`src/sv/diamb_pkg.sv`:
```
// Package for the dual image alpha blend unit.
// Holds arithmetic constants, register indexes and the shade and divide-step helpers.
// No dependencies.
package diamb_pkg;

  localparam int unsigned PIX_W   = 8;
  localparam int unsigned RATIO_W = 10;
  localparam int unsigned SUM_W   = 15;
  localparam int unsigned NUM_W   = 2 * PIX_W;

  typedef logic [PIX_W-1:0]          pix_t;
  typedef logic signed [RATIO_W-1:0] ratio_t;
  typedef logic [SUM_W-1:0]          sum_t;
  typedef logic [NUM_W-1:0]          num_t;

  typedef enum logic [1:0] {
    REG_FRONT_RATIO = 2'd0,
    REG_BACK_RATIO  = 2'd1
  } reg_index_t;

  localparam ratio_t FRONT_RATIO_RST = 10'sd128;
  localparam ratio_t BACK_RATIO_RST  = -10'sd128;

  // luma weights, percent
  localparam sum_t WEIGHT_R = 15'd30;
  localparam sum_t WEIGHT_G = 15'd59;
  localparam sum_t WEIGHT_B = 15'd11;

  // floor(s / 100) == (s * 20972) >> 21 for s < 25600
  localparam sum_t      RECIP_100   = 15'd20972;
  localparam int unsigned RECIP_SHIFT = 21;

  localparam ratio_t RATIO_MAX = 10'sd256;
  localparam ratio_t RATIO_MIN = -10'sd256;

  localparam pix_t PIX_WHITE = 8'd255;
  localparam pix_t PIX_BLACK = 8'd0;

  localparam int unsigned DIV_STAGES    = 4;
  localparam int unsigned BITS_PER_STEP = PIX_W / DIV_STAGES;

  // floor(p*(256-|q|)/256) + (q > 0 ? q-1 : 0), q saturated to +-256
  function automatic pix_t shade(input pix_t p, input ratio_t q);
    ratio_t          qs;
    logic [8:0]      mag;
    logic [8:0]      scale;
    logic [16:0]     prod;
    logic [8:0]      lift;
    logic [9:0]      v;
    begin
      if (q > RATIO_MAX) begin
        qs = RATIO_MAX;
      end else if (q < RATIO_MIN) begin
        qs = RATIO_MIN;
      end else begin
        qs = q;
      end
      mag   = (qs < 0) ? 9'(-qs) : 9'(qs);
      scale = 9'd256 - mag;
      prod  = 17'(p) * 17'(scale);
      lift  = (qs > 0) ? 9'(qs - 10'sd1) : 9'd0;
      v     = 10'(prod[16:8]) + 10'(lift);
      shade = (v > 10'd255) ? PIX_WHITE : v[7:0];
    end
  endfunction

  // one restoring division step: returns {quotient bit, new remainder}
  function automatic logic [PIX_W:0] div_step(input pix_t rem, input logic nbit,
                                              input pix_t dvs);
    logic [PIX_W:0] t;
    logic [PIX_W:0] d;
    begin
      t = {rem, nbit};
      d = {1'b0, dvs};
      if (t >= d) begin
        div_step = {1'b1, 8'((t - d))};
      end else begin
        div_step = {1'b0, t[PIX_W-1:0]};
      end
    end
  endfunction

endpackage

```
`src/sv/dual_image_alpha_mirage_blend_unit.sv`:
```
// Top level of the dual image alpha blend unit: grey, shade, opacity and divide pipeline.
// Depends on diamb_pkg.
//
//   channel  | signals                                        | direction
//   ---------+------------------------------------------------+----------
//   command  | start, busy, front_*, back_*                   | in
//   result   | done, grey_level, opacity                      | out
//   config   | cfg_valid, cfg_ready, cfg_index, cfg_data      | in
//
// One pixel pair per clock; each result passes through the stages below in order.
// Stages: luma sums, divide by 100, shade, opacity and dividend, four
// two-bit restoring divide stages for back*255/opacity.
// busy stays low and cfg_ready high; the result side has no back-pressure.
// Synchronous reset clears valid bits and sets the ratio registers to defaults.
module dual_image_alpha_mirage_blend_unit
  import diamb_pkg::*;
(
  input  logic         clk,
  input  logic         rst,
  input  logic         start,
  output logic         busy,
  input  logic [7:0]   front_red,
  input  logic [7:0]   front_green,
  input  logic [7:0]   front_blue,
  input  logic         front_present,
  input  logic [7:0]   back_red,
  input  logic [7:0]   back_green,
  input  logic [7:0]   back_blue,
  input  logic         back_present,
  output logic         done,
  output logic [7:0]   grey_level,
  output logic [7:0]   opacity,
  input  logic         cfg_valid,
  output logic         cfg_ready,
  input  logic [1:0]   cfg_index,
  input  logic [9:0]   cfg_data
);

  ratio_t front_ratio;
  ratio_t back_ratio;

  assign busy      = 1'b0;
  assign cfg_ready = 1'b1;

  always_ff @(posedge clk) begin
    if (rst) begin
      front_ratio <= FRONT_RATIO_RST;
      back_ratio  <= BACK_RATIO_RST;
    end else if (cfg_valid && cfg_ready) begin
      case (reg_index_t'(cfg_index))
        REG_FRONT_RATIO: front_ratio <= ratio_t'(cfg_data);
        REG_BACK_RATIO:  back_ratio  <= ratio_t'(cfg_data);
        default: ;
      endcase
    end
  end

  // stage 1: weighted sums
  logic s1_valid, s1_fp, s1_bp;
  sum_t s1_fsum, s1_bsum;

  always_ff @(posedge clk) begin
    if (rst) begin
      s1_valid <= 1'b0;
    end else begin
      s1_valid <= start && !busy;
    end
    s1_fp   <= front_present;
    s1_bp   <= back_present;
    s1_fsum <= WEIGHT_R * sum_t'(front_red) + WEIGHT_G * sum_t'(front_green)
             + WEIGHT_B * sum_t'(front_blue);
    s1_bsum <= WEIGHT_R * sum_t'(back_red) + WEIGHT_G * sum_t'(back_green)
             + WEIGHT_B * sum_t'(back_blue);
  end

  // stage 2: divide by 100
  logic        s2_valid, s2_fp, s2_bp;
  pix_t        s2_fgrey, s2_bgrey;
  logic [29:0] f_prod, b_prod;

  assign f_prod = 30'(s1_fsum) * 30'(RECIP_100);
  assign b_prod = 30'(s1_bsum) * 30'(RECIP_100);

  always_ff @(posedge clk) begin
    if (rst) begin
      s2_valid <= 1'b0;
    end else begin
      s2_valid <= s1_valid;
    end
    s2_fp    <= s1_fp;
    s2_bp    <= s1_bp;
    s2_fgrey <= f_prod[RECIP_SHIFT +: PIX_W];
    s2_bgrey <= b_prod[RECIP_SHIFT +: PIX_W];
  end

  // stage 3: shade, absent pixels white or black
  logic s3_valid;
  pix_t s3_front, s3_back;

  always_ff @(posedge clk) begin
    if (rst) begin
      s3_valid <= 1'b0;
    end else begin
      s3_valid <= s2_valid;
    end
    s3_front <= s2_fp ? shade(s2_fgrey, front_ratio) : PIX_WHITE;
    s3_back  <= s2_bp ? shade(s2_bgrey, back_ratio)  : PIX_BLACK;
  end

  // stage 4: opacity and dividend back*255
  logic       s4_valid;
  pix_t       s4_op;
  num_t       s4_num;
  logic [8:0] op_sum;

  assign op_sum = 9'd255 - 9'(s3_front) + 9'(s3_back);

  always_ff @(posedge clk) begin
    if (rst) begin
      s4_valid <= 1'b0;
    end else begin
      s4_valid <= s3_valid;
    end
    s4_op  <= op_sum[8] ? PIX_WHITE : op_sum[7:0];
    s4_num <= {s3_back, 8'd0} - num_t'(s3_back);
  end

  // divide stages; quotient never exceeds 255 since back <= opacity
  logic [DIV_STAGES-1:0] d_valid;
  pix_t                  d_rem [DIV_STAGES];
  pix_t                  d_low [DIV_STAGES];
  pix_t                  d_quo [DIV_STAGES];
  pix_t                  d_op  [DIV_STAGES];

  pix_t           in_rem [DIV_STAGES];
  pix_t           in_low [DIV_STAGES];
  pix_t           in_quo [DIV_STAGES];
  pix_t           in_op  [DIV_STAGES];
  logic [PIX_W:0] step_a [DIV_STAGES];
  logic [PIX_W:0] step_b [DIV_STAGES];

  always_comb begin
    for (int k = 0; k < DIV_STAGES; k++) begin
      if (k == 0) begin
        in_rem[k] = s4_num[NUM_W-1:PIX_W];
        in_low[k] = s4_num[PIX_W-1:0];
        in_quo[k] = '0;
        in_op[k]  = s4_op;
      end else begin
        in_rem[k] = d_rem[k-1];
        in_low[k] = d_low[k-1];
        in_quo[k] = d_quo[k-1];
        in_op[k]  = d_op[k-1];
      end
      step_a[k] = div_step(in_rem[k], in_low[k][PIX_W-1], in_op[k]);
      step_b[k] = div_step(step_a[k][PIX_W-1:0], in_low[k][PIX_W-2], in_op[k]);
    end
  end

  always_ff @(posedge clk) begin
    if (rst) begin
      d_valid <= '0;
    end else begin
      d_valid <= {d_valid[DIV_STAGES-2:0], s4_valid};
    end
    for (int k = 0; k < DIV_STAGES; k++) begin
      d_rem[k] <= step_b[k][PIX_W-1:0];
      d_low[k] <= {in_low[k][PIX_W-BITS_PER_STEP-1:0], {BITS_PER_STEP{1'b0}}};
      d_quo[k] <= {in_quo[k][PIX_W-BITS_PER_STEP-1:0], step_a[k][PIX_W], step_b[k][PIX_W]};
      d_op[k]  <= in_op[k];
    end
  end

  assign done       = d_valid[DIV_STAGES-1];
  assign opacity    = d_op[DIV_STAGES-1];
  assign grey_level = (d_op[DIV_STAGES-1] == PIX_BLACK) ? PIX_BLACK : d_quo[DIV_STAGES-1];

endmodule

```
`config.mk`:
```
export PLATFORM = sky130hd
export DESIGN_NAME = dual_image_alpha_mirage_blend_unit
export DESIGN_NICKNAME = d
export VERILOG_FILES = /design/src/sv/diamb_pkg.sv /design/src/sv/dual_image_alpha_mirage_blend_unit.sv
export SDC_FILE = /design/constraint.sdc
export NUM_CORES = 1
export LEC_CHECK = 0
export BUFFER_PORTS_ARGS = -buffer_cell sky130_fd_sc_hd__buf_2
export CELL_PAD_IN_SITES_DETAIL_PLACEMENT = 1
export CELL_PAD_IN_SITES_GLOBAL_PLACEMENT = 1
export CORE_UTILIZATION = 55
export CTS_CLUSTER_SIZE = 12
export DETAILED_ROUTE_END_ITERATION = 10
export MAX_ROUTING_LAYER = met4
export PLACE_DENSITY = 0.87
export SYNTH_ARGS = -nofsm -noshare
export SYNTH_HDL_FRONTEND = slang
export SYNTH_SLANG_ARGS = --single-unit
```
`constraint.sdc`:
```
create_clock -name clk -period 16.94 [get_ports clk]
set_input_delay 3.388 -clock clk [delete_from_list [all_inputs] [get_ports clk]]
set_output_delay 3.388 -clock clk [all_outputs]
set_load 0.1 [all_outputs]
```
==> results_dict.tcl, run 1 <==
set metrics [dict create \
    crit_fanout 17 \
    setup_viol 0 \
    wl_per_cell_um 21.7 \
    crit_path_start_kind "register" \
    cap_violations 0 \
    coreArea_mm2 0.0480 \
    drv_slew 0 \
    critPathCaptureType "register" \
    fin_worst_skew_ps 23.1 \
    die_w_um 224 \
    finalSetupTns_ps 0 \
    drive_above_1_share 0.0622 \
    crit_type "reg2reg" \
    drt_iter0_drc 790 \
    synthCells 2808 \
    first_pass_iters 7 \
    hold_class "reg2reg" \
    start_util 0.562 \
    ios 85 \
    fmaxAchievable_mhz 106 \
    synth-main-ff-cell "dfxtp_1" \
    tightest_slew_ps 1130 \
    yosys.area_share.xor_xnor 0.0459 \
    drc 0 \
    yosys.area_share.simple 0.114 \
    yosysMostFrequentCell "inv_1" \
    globalRouteOverflowTotal 0 \
    postSynthAreaPerCell_um2 9.61 \
    io_buffers 82 \
    yosys-top-cells-count "inv_1, ha_1, fa_1, dfxtp_1, nor2_1" \
    syn_area_mm2 0.0270 \
    holdPathStages 0 \
    hpwl_mm 61.2 \
    grt_antenna_before_repair 0 \
    synth_top_family_by_area "adder cells" \
    ys_types 91 \
    clockRootBuffer "clkbuf_16" \
    numCtsBuffers 25 \
    cp_slowest_stage_delay_ps 690 \
    cts_resized 0 \
    ys_seq_area_frac 0.153 \
    grt_pass1_vias 24400 \
    synth.area.mux_share 0.0239 \
    yosysTopAreaCellShare 0.264 \
    status "finished, final reports clean" \
    num-nets-final 3801 \
    postCtsSetupBuffers 0 \
    area_growth_pct 6.94 \
    grt_max_degree 29 \
    postRouteAntennaNets 0 \
    synthAdderAreaFrac 0.489 \
    rrSetupSlack_ps 7500 \
    diodes 0 \
    postCtsHoldBufs 0 \
    timing.final.crit_period_ps 9440 \
    crit_top_cell "inv_1" \
    relSlewSlack 0.242 \
    clk_pin_slew_ps 60 \
    syn_nets 3715 \
    fin_crit_sh 0.557 \
    insertion_delay_ps 560 \
    htree_num_levels 1 \
    clock_path_buffers 3 \
    vias_per_cell 5.77 \
    grt_usage 0.325 \
    wl_mm 76.5 \
    cp_slowest_cell "dfxtp_1" \
    hold_viol_final 0 \
    yosys.area.top_type "fa_1" \
    synth_warnings 0 \
    synth_compound_area_frac 0.0861 \
    arrival_ps 9850 \
    cts_tree "done" \
    grt_pass1_wl_mm 125 \
    reg2reg_depth 33 \
    rows 80 \
    synth_edf_count 0 \
    fp.dieH_um 224 \
    ys_ff_latch 206 \
    synthArstFlopShare 0 \
    cts.sinks 206 \
    dieArea_mm2 0.0500 \
    vias 20400 \
    required_ps 17350 \
    synth_area_leaders "fa_1, ha_1, dfxtp_1" \
    gp_congestion 0.897 \
    grt_setup_unrepaired "false" \
]
-- per-stage QoR --
stage / util / area [um^2] / cells / hold WS, ps / setup WS [ps]
final: 0.601 / 28900 / 3527 / 319 / 7500
after global routing: 0.601 / 28900 / 3527 / 331 / 6830
after CTS: 0.601 / 28900 / 3527 / 322 / 7580
after detailed placement: 0.584 / 28100 / 3482 / 314 / 7590
after global placement: 0.584 / 28100 / 3482 / 311 / 8160
after floorplan: - / 27000 / 2808 / 310 / 8630
-- sequential cells by signal, summed over array words and instances, names as in the netlist --
register / cells
d_op: 32
d_rem: 24
d_quo: 20
s4_num: 16
s1_bsum: 15
s1_fsum: 15
d_low: 12
back_ratio: 10
front_ratio: 10
s2_bgrey: 8
s2_fgrey: 8
s3_back: 8
s3_front: 8
s4_op: 8
d_valid: 4
s1_bp: 1
s1_fp: 1
s1_valid: 1
s2_bp: 1
s2_fp: 1
s2_valid: 1
s3_valid: 1
s4_valid: 1
-- per-layer routing --
layer	GRT usage	wire, um	vias up
met5	-	0	-
met4	0.174	4480	0
met3	0.0380	2790	319
met2	0.611	41200	549
met1	0.328	28000	10300
li1	-	-	9230
-- final timing paths --
check / start / end
max: front_ratio[8] / s3_front[6]
min: d_quo[0][0] / d_quo[1][2]
max reg2reg: front_ratio[8] / s3_front[6]
min reg2reg: d_quo[0][0] / d_quo[1][2]
-- cells in the final DEF (no fill, tap or decap), types with 7 or more instances in the layout --
cell type	synthesis	final
ha_1	485	485
o211ai_1	8	8
nor2b_1	102	102
xnor2_1	98	98
buf_2	7	82
xor2_1	38	38
nand2_1	111	111
a31oi_1	7	7
a21oi_1	106	106
nand4_1	12	12
clkbuf_16	0	25
o21a_1	19	19
nor4_1	9	9
mux2_1	13	13
a21o_1	31	31
a211oi_1	15	15
inv_1	602	602
and2_1	49	49
mux2_2	22	22
dfxtp_1	206	206
o21ai_1	13	13
mux2i_1	19	19
nor3_1	36	36
a21boi_0	9	9
fa_1	356	356
o21ai_0	57	57
nand2b_1	43	43
or2_2	7	7
and3_1	19	19
nor2_1	125	125
o21bai_1	20	20
nand3_1	24	24
-- final cells by class --
type | count | area [um^2]
clock buffers | 33 | 686
inverters | 606 | 2270
fillers | 5422 | 19200
flip-flops and latches | 206 | 4120
repair buffers | 84 | 425
multi-input cells | 1971 | 20500
well taps | 615 | 769
clock inverters | 12 | 105
-- cells by family after synthesis --
group                      after synthesis
adders and majority gates              841
muxes                                   58
other                                    2
buffers and inverters                  631
DFF                                    206
and+or+nand+nor                        580
AOI/OAI and AO/OA                      351
xor gates and xnor gates               139
-- worst max-delay path, delay by kind of cell (launching register included) --
kind	cells	cell delay [ps]
fa+ha+maj	7	2770
compound gates	9	2430
simple gates	10	2100
xor+xnor	2	960
flops	1	690
buf+inv	5	330
Power of run 1 is not shown: default switching activity piles up to over one toggle a cycle in this logic, so the estimate is an artifact.
==> run 2, diff against run 1 <==
- CORE_UTILIZATION: 55 -> 51
- PLACE_DENSITY: 0.87 -> 0.81
- clock period: 16.94 -> 9.57 ns (I/O delays scaled with it)
==> results_dict.tcl, run 2 (synthesis gave the netlist of run 1 again) <==
set metrics [dict create \
    holdPathStages 0 \
    die_w_um 232 \
    grt_antenna_before_repair 1 \
    cts_tree "done" \
    start_util 0.521 \
    regMostFlops "d_op" \
    hpwl_mm 55.9 \
    cap_violations 0 \
    num-nets-final 3804 \
    rrSetupSlack_ps 730 \
    fin_worst_skew_ps 23.5 \
    numCtsBuffers 25 \
    grt_setup_unrepaired "false" \
    crit_end "s3_back[4]" \
    setup_ws_ps 732 \
    dieArea_mm2 0.0539 \
    grt_max_degree 29 \
    io_buffers 82 \
    fin_crit_sh 0.923 \
    final_cell_mix "inv_1, ha_1, fa_1" \
    cp_slowest_cell "fa_1" \
    grt_usage 0.257 \
    globalRouteOverflowTotal 0 \
    first_pass_iters 5 \
    hold_class "reg2reg" \
    relSlewSlack 0.341 \
    postCtsSetupBuffers 0 \
    largest_reg_flops 32 \
    grt_pass1_wl_mm 109 \
    final_common_cell "inv_1" \
    fp.dieH_um 232 \
    drc 0 \
    vias_per_cell 5.35 \
    insertion_delay_ps 570 \
    grt_pass1_vias 22400 \
    filler_cell_count 5860 \
    r2r-end "s3_back[4]" \
    rows 83 \
    hold_viol_final 0 \
    wl_per_cell_um 18.0 \
    area_growth_pct 7.82 \
    crit_path_start_kind "register" \
    whs_ps 326 \
    reg.largest.list "d_op: 32 flops, d_rem: 24 flops, d_quo: 20 flops" \
    crit_start "back_ratio[3]" \
    critPathCaptureType "register" \
    gp_congestion 0.887 \
    clk_pin_slew_ps 60 \
    required_ps 10010 \
    coreArea_mm2 0.0518 \
    crit_type "reg2reg" \
    drive_above_1_share 0.0652 \
    ios 85 \
    finalSetupTns_ps 0 \
    drt_iter0_drc 647 \
    cts_resized 0 \
    place_area_mm2 0.0282 \
    timing.final.crit_period_ps 8840 \
    clockRootBuffer "clkbuf_16" \
    setup_viol 0 \
    status "finished, final reports clean" \
    crit_top_cell "fa_1" \
    pre_cts_slack_ps 266 \
    drv_slew 0 \
    cp_slowest_stage_delay_ps 540 \
    stdcell_area_mm2 0.0291 \
    clock_path_buffers 3 \
    reg2reg_depth 37 \
    postCtsHoldBufs 0 \
    r2r_start "back_ratio[3]" \
    wl_mm 64.9 \
    vias 19200 \
    fmaxAchievable_mhz 113 \
    tightest_slew_ps 984 \
    crit_fanout 12 \
    postRouteAntennaNets 0 \
    arrival_ps 9280 \
    cts.sinks 206 \
    htree_num_levels 1 \
]
[run 2: worst min path at each step]
stage / end / from
finish: d_low[0][5] / s4_num[5]
CTS: d_low[0][5] / s4_num[5]
global placement: d_quo[3][2] / d_quo[2][0]
floorplan: d_low[0][0] / s4_num[0]
detailed placement: d_low[0][5] / s4_num[5]
global route: d_quo[2][2] / d_quo[1][0]
[run 2: critical path, delay by kind of cell, from the launching register on]
family / cells / cell delay [ps]
fa+ha+maj: 7 / 3050
compound gates: 13 / 2590
simple gates: 10 / 1650
xor+xnor: 2 / 500
flops: 1 / 400
buf+inv: 4 / 270
mux: 1 / 240
[run 2: cell type report]
type / instances / area, um^2 / area share
tap: 680 / 851 / 0.0292
inverter: 606 / 2270 / 0.0781
timing repair buffer: 87 / 448 / 0.0154
clock buffer: 35 / 693 / 0.0238
multi-input combinational: 1971 / 20500 / 0.706
sequential: 206 / 4120 / 0.142
antenna: 1 / 2.50 / 0.0000860
clock inverter: 11 / 173 / 0.00593
[run 2: metrics by stage]
stage               utilization  instances
floorplan                     -       2808
global placement          0.544       3550
detailed placement        0.544       3550
CTS                       0.561       3596
global route              0.562       3597
finish                    0.562       3597
[run 2: layer usage]
metal  GRT usage  vias up  share of wire
met3      0.0222       95          0.021
met5           -        -              0
met1       0.296     9711           0.42
met2       0.483      208           0.54
li1            -     9228              -
met4      0.0506        0          0.017
Power of run 2 is left out for the same reason.
==> run 3, diff against run 2 <==
- RECOVER_POWER: default -> 50
==> results_dict.tcl, run 3 (synthesis gave the netlist of run 1 again) <==
set metrics [dict create \
    insertion_delay_ps 570 \
    cp_slowest_cell "fa_1" \
    io_buffers 82 \
    crit_path_start_kind "register" \
    crit_type "reg2reg" \
    fmaxAchievable_mhz 113 \
    grt_usage 0.257 \
    reg.largest.list "d_op: 32 flops, d_rem: 24 flops, d_quo: 20 flops" \
    largest_reg_flops 32 \
    wl_per_cell_um 18.0 \
    grt_pass1_vias 22400 \
    fin_crit_sh 0.923 \
    postRouteAntennaNets 0 \
    hold_class "reg2reg" \
    relSlewSlack -0.224 \
    cp_slowest_stage_delay_ps 540 \
    critPathCaptureType "register" \
    grt_pass1_wl_mm 109 \
    num-nets-final 3804 \
    multi_input_area_mm2 0.0205 \
    grt_setup_unrepaired "false" \
    drc 0 \
    fin_worst_skew_ps 25.0 \
    numCtsBuffers 25 \
    arrival_ps 9280 \
    area_growth_pct 7.75 \
    crit_fanout 12 \
    start_util 0.521 \
    filler_cell_count 5865 \
    grt_max_degree 29 \
    fp.dieH_um 232 \
    first_pass_iters 5 \
    grt_antenna_before_repair 1 \
    gp_congestion 0.887 \
    violations "capacitance limit, slew limit" \
    status "finished, violations left" \
    cap_violations 1 \
    drt_iter0_drc 638 \
    required_ps 10010 \
    coreArea_mm2 0.0518 \
    vias_per_cell 5.35 \
    cts.sinks 206 \
    tightest_slew_ps 1830 \
    clk_pin_slew_ps 60 \
    finalSetupTns_ps 0 \
    clock_path_buffers 3 \
    regArea_mm2 0.00412 \
    setup_viol 0 \
    cts_tree "done" \
    rows 83 \
    timing.final.crit_period_ps 8830 \
    drv_slew 14 \
    hold_viol_final 0 \
    vias 19200 \
    die_w_um 232 \
    htree_num_levels 1 \
    wl_mm 64.8 \
    whs_ps 326 \
    regMostFlops "d_op" \
    final_common_cell "inv_1" \
    ios 85 \
    path_delay_family "adder cells" \
    drive_above_1_share 0.0628 \
    dieArea_mm2 0.0539 \
    crit_top_cell "fa_1" \
    final_cell_mix "inv_1, ha_1, fa_1" \
    clockRootBuffer "clkbuf_16" \
    globalRouteOverflowTotal 0 \
    path_buf_inv 4 \
    hpwl_mm 55.9 \
]
==> run 3: metrics by stage <==
step	instances	instance area, um^2	utilization	setup WS [ps]
after floorplan	2808	27000	-	1450
after detailed placement	3550	28200	0.544	266
final	3597	29100	0.561	736
after global placement	3550	28200	0.544	768
after CTS	3596	29000	0.561	187
after global routing	3597	29100	0.561	36.4
==> run 3: path summary, 6_finish.rpt <==
check        slack [ps]          end  cells after the start           from
max reg2reg         740   s3_back[4]                     37  back_ratio[3]
min                 330  d_low[0][5]                      0      s4_num[5]
min reg2reg         330  d_low[0][5]                      0      s4_num[5]
max                 740   s3_back[4]                     37  back_ratio[3]
==> run 3: final cells by class <==
| cell class | count | share of cell area |
|---|---|---|
| antenna | 1 | 0.0000860 |
| clock buffer | 35 | 0.0238 |
| clock inverter | 11 | 0.00594 |
| inverter | 606 | 0.0782 |
| multi-input combinational | 1971 | 0.706 |
| sequential | 206 | 0.142 |
| tap | 680 | 0.0292 |
| timing repair buffer | 87 | 0.0151 |
==> run 3: what timing repair did <==
item,4_1_cts,5_1_grt
buffers inserted,0,0
hold endpoints to repair,0,0
setup endpoints to repair,0,16
hold buffers,0,0
resized for setup,0,11
==> run 3: metal layers <==
metal  global-route usage  wire [um]  share of wire
met2                0.483      34900           0.54
met1                0.296      27500           0.42
met4               0.0506       1110          0.017
met5                    -          0              0
met3               0.0222       1270          0.020
Power of run 3 is left out for the same reason.
